===== src/rtl/core/sobel_edge_magnitude_defines.svh =====
// Assertion macros for the Sobel edge magnitude block.
`ifndef SOBEL_EDGE_MAGNITUDE_DEFINES_SVH
`define SOBEL_EDGE_MAGNITUDE_DEFINES_SVH

// Same-cycle implication, disabled during reset.
`define SEM_ASSERT_IMPLY(label, clk, rst, ante, cons, msg) \
   label: assert property (@(posedge clk) disable iff (rst) (ante) |-> (cons)) \
      else $error(msg);

// Next-cycle implication, disabled during reset.
`define SEM_ASSERT_NEXT(label, clk, rst, ante, cons, msg) \
   label: assert property (@(posedge clk) disable iff (rst) (ante) |=> (cons)) \
      else $error(msg);

`endif


===== src/rtl/core/sem_pkg.sv =====
// Shared types, constants and helpers for the Sobel edge magnitude block.
`timescale 1ns / 1ps
`default_nettype none

package sem_pkg;

   localparam int LINE_DEPTH  = 1024;
   localparam int LINE_ADDR_W = $clog2(LINE_DEPTH);
   localparam int PIX_W       = 8;
   localparam int SIZE_W      = 11;
   localparam int MAG_W       = 11;
   localparam int CSR_INDEX_W = 8;

   localparam logic [SIZE_W-1:0] MAX_WIDTH   = SIZE_W'(LINE_DEPTH);
   localparam logic [SIZE_W-1:0] MAX_HEIGHT  = SIZE_W'(1024);
   localparam logic [SIZE_W-1:0] MIN_SIZE    = SIZE_W'(3);
   localparam logic [SIZE_W-1:0] RST_WIDTH   = SIZE_W'(640);
   localparam logic [SIZE_W-1:0] RST_HEIGHT  = SIZE_W'(480);

   localparam logic [CSR_INDEX_W-1:0] REG_IMAGE_WIDTH  = CSR_INDEX_W'(0);
   localparam logic [CSR_INDEX_W-1:0] REG_IMAGE_HEIGHT = CSR_INDEX_W'(1);

   // 3x3 neighborhood; the center pixel does not enter either gradient.
   typedef struct packed {
      logic [PIX_W-1:0] tl;
      logic [PIX_W-1:0] tc;
      logic [PIX_W-1:0] tr;
      logic [PIX_W-1:0] ml;
      logic [PIX_W-1:0] mr;
      logic [PIX_W-1:0] bl;
      logic [PIX_W-1:0] bc;
      logic [PIX_W-1:0] br;
   } win_type;

   function automatic logic [SIZE_W-1:0] clamp_size(input logic [SIZE_W-1:0] value,
                                                    input logic [SIZE_W-1:0] maxv);
      logic [SIZE_W-1:0] res;
      if (value < MIN_SIZE) begin
         res = MIN_SIZE;
      end else if (value > maxv) begin
         res = maxv;
      end else begin
         res = value;
      end
      return res;
   endfunction

endpackage

`default_nettype wire


===== src/rtl/core/sem_gradient.sv =====
// Sobel horizontal and vertical gradients combined as |Gx| + |Gy|.
`timescale 1ns / 1ps
`default_nettype none

module sem_gradient (
   input  wire sem_pkg::win_type          win,
   output logic [sem_pkg::MAG_W-1:0]      magnitude
);

   localparam int SUM_W = sem_pkg::PIX_W + 2;

   logic [SUM_W-1:0] gx_pos, gx_neg, gy_pos, gy_neg, gx_abs, gy_abs;

   always_comb begin
      gx_pos = SUM_W'(win.tr) + {1'b0, win.mr, 1'b0} + SUM_W'(win.br);
      gx_neg = SUM_W'(win.tl) + {1'b0, win.ml, 1'b0} + SUM_W'(win.bl);
      gy_pos = SUM_W'(win.tl) + {1'b0, win.tc, 1'b0} + SUM_W'(win.tr);
      gy_neg = SUM_W'(win.bl) + {1'b0, win.bc, 1'b0} + SUM_W'(win.br);
      gx_abs = (gx_pos >= gx_neg) ? gx_pos - gx_neg : gx_neg - gx_pos;
      gy_abs = (gy_pos >= gy_neg) ? gy_pos - gy_neg : gy_neg - gy_pos;
      magnitude = sem_pkg::MAG_W'(gx_abs) + sem_pkg::MAG_W'(gy_abs);
   end

endmodule

`default_nettype wire


===== config.mk =====
export PLATFORM = sky130hd
export DESIGN_NAME = sem_gradient
export DESIGN_NICKNAME = d
export VERILOG_FILES = /design/src/rtl/core/sobel_edge_magnitude_defines.svh /design/src/rtl/core/sem_pkg.sv /design/src/rtl/core/sem_gradient.sv
export SDC_FILE = /design/constraint.sdc
export NUM_CORES = 1
export LEC_CHECK = 0
export BUFFER_PORTS_ARGS = -buffer_cell sky130_fd_sc_hd__buf_2
export CORE_AREA = 2 2 80 101
export DETAILED_ROUTE_END_ITERATION = 12
export DIE_AREA = 0 0 82 103
export PLACE_DENSITY = 0.76
export SLEW_MARGIN = 20
export SYNTH_ARGS = -nofsm -noshare
export SYNTH_HDL_FRONTEND = slang
export SYNTH_SLANG_ARGS = --single-unit

===== constraint.sdc =====
create_clock -name vclk -period 13.7
set_clock_uncertainty 0.05 [all_clocks]
set_input_delay 4.11 -clock vclk [all_inputs]
set_output_delay 4.11 -clock vclk [all_outputs]
set_load 0.01 [all_outputs]

==> run_results.csv <==
group,metric,value,unit
synthesis,synth_area_per_cell,8.64,µm²
worst_setup_path,crit_path_start_kind,"input port",
timing,tns,0,ns
flow_run,cap_violations,0,
timing,hold_viol_final,0,
worst_setup_path,crit_path_max_fanout,4,
global_route,antenna_found_initial,0,
place,io_buffers,75,
timing,max_slew_margin,0.724,
place,place.gp.congestion,0.939,
floorplanning,die_area,8450,µm²
final_layout,seqCellArea,0,µm²
hold_path,hp-start,"win[56]",
synthesis,synthesis.nets,636,
global_route,grt_pass1_vias,3340,
routing,routed-via-count,3378,
floorplanning,dieHeight,103,µm
timing,worst_pin_slew,0.403,ns
final_layout,final_common_cell,"ha_1",
floorplanning,core_area,7570,µm²
worst_setup_path,cp-end-kind,"primary output",
global_route,grt_max_degree,10,
floorplanning,pin_count,75,
floorplanning,rows,36,
worst_setup_path,cp.required,9.54,ns
worst_setup_path,crit_path_frequent_cell,"inv_1",
final_layout,final_area,4560,µm²
place,placed_cell_area,4360,µm²
worst_setup_path,path_buf_inv,6,
timing,timing.hold.ws,8.96,ns
timing,max_freq,74.1,MHz
final_layout,clkbuf_count,0,
synthesis,synth_seq_area_share,0,
worst_setup_path,cpMaxStageDelayCell,"fa_1",
worst_setup_path,cp_slowest_stage_delay,0.54,ns
worst_setup_path,arrival,9.34,ns
routing,drtPass1Iterations,4,
final_layout,final_cell_mix,"82 x ha_1, 75 x buf_2, 69 x inv_1, 34 x fa_1, 30 x a21oi_1",
final_layout,finalNetCount,724,
global_route,globalRouteOverflowTotal,0,
hold_path,min_path_type,"input port to primary output",
timing,setup_viol,0,
floorplanning,die_w,82,µm
routing,wl_per_cell,14.6,µm
worst_setup_path,path_delay_family,"compound AO/OA/AOI/OAI gates",
hold_path,whs_path_depth,6,
hold_path,whs_endpoint,"magnitude[0]",
routing,antenna_left,0,
synthesis,synth_cell_types,45,
final_layout,post_route_cells_drive_above_1_share,0.236,
routing,dr.first_iter.drc_count,99,
synthesis,ys_warn_count,0,
timing,fin_crit,13.50,ns
routing,postRouteWirelength,9220,µm
routing,routed_via_density,5.34,
clock_network,holdBufCountCts,0,
final_layout,n_fill_cell,699,
place,dpl.hpwl,8190,µm
final_layout,seq_cells,0,
global_route,track_usage,0.215,
synthesis,syn_inst,451,
global_route,grt_pass1_wl,14500,µm
final_layout,syn2layout_area_growth,17.0,%
worst_setup_path,critPathKind,"input port to primary output",
synthesis,netlist_area,3900,µm²
timing,finalCritPeriodShare,0.986,
floorplanning,start_util,0.515,
final_layout,finish.utilization,0.603,
routing,drc,0,
final_layout,diodes,0,
timing,maxSlewViolCount,0,
status,outcome,"finished, final reports clean",
[how the worst max path moves through the flow]
| stage | start | slack [ns] | cells after the start | end |
|---|---|---|---|---|
| finish | win[1] | 0.20 | 27 | magnitude[10] |
| global route | win[41] | -0.04 | 26 | magnitude[10] |
| CTS | win[1] | 0.05 | 26 | magnitude[10] |
| detailed placement | win[1] | 0.01 | 26 | magnitude[10] |
| global placement | win[1] | 0.16 | 26 | magnitude[10] |
| floorplan | win[1] | 0.43 | 25 | magnitude[10] |
[cells by family after synthesis]
family	count (synthesis)	synth area share
adder cells (fa/ha/maj)	121	0.460
multiplexers	17	0.0452
buffers and inverters	78	0.0847
XOR/XNOR	54	0.121
AND/OR/NAND/NOR	49	0.0639
AO/OA/AOI/OAI	132	0.225
[synthesized netlist by cell type, types with 5 or more instances]
cell type	instances	area [µm²]
inv_1	70	263
o211ai_1	5	37.5
ha_1	84	1050
fa_1	37	741
nand2b_1	5	31.3
nor2b_1	6	37.5
a31oi_1	5	31.3
xnor2_1	29	254
o21a_1	10	75.1
o21ai_0	22	110
xor2_1	25	219
mux2i_1	15	150
a21o_1	29	218
a21oi_1	37	185
nand2_1	17	63.8
nor2_1	8	30.0
[per-layer routing]
| layer | part of all wire | up-vias | GRT usage |
|---|---|---|---|
| met5 | 0 | - | 0 |
| met4 | 0.035 | 0 | 0.0654 |
| met3 | 0.042 | 18 | 0.00525 |
| met2 | 0.49 | 96 | 0.391 |
| met1 | 0.43 | 1533 | 0.274 |
| li1 | - | 1731 | - |
[through the flow]
step                setup WS (ns)  cells
floorplan                   0.427    451
global placement            0.164    618
detailed placement         0.0142    618
CTS                        0.0546    618
global route              -0.0358    632
finish                      0.199    632
[area by class of cell]
type	count	area, µm²	area share
multi-input combinational	373	3660	0.802
inverter	70	263	0.0576
tap	95	119	0.0261
timing repair buffer	94	522	0.114
[repair_timing]
item,4_1_cts,5_1_grt
setup buffers,0,14
endpoints found under the setup margin,1,4
gates resized for setup,1,25
pin swaps,1,23
Power is left out: the tool's default activity adds up to more than one toggle a clock period on the data nets, which glitch-free logic cannot reach.
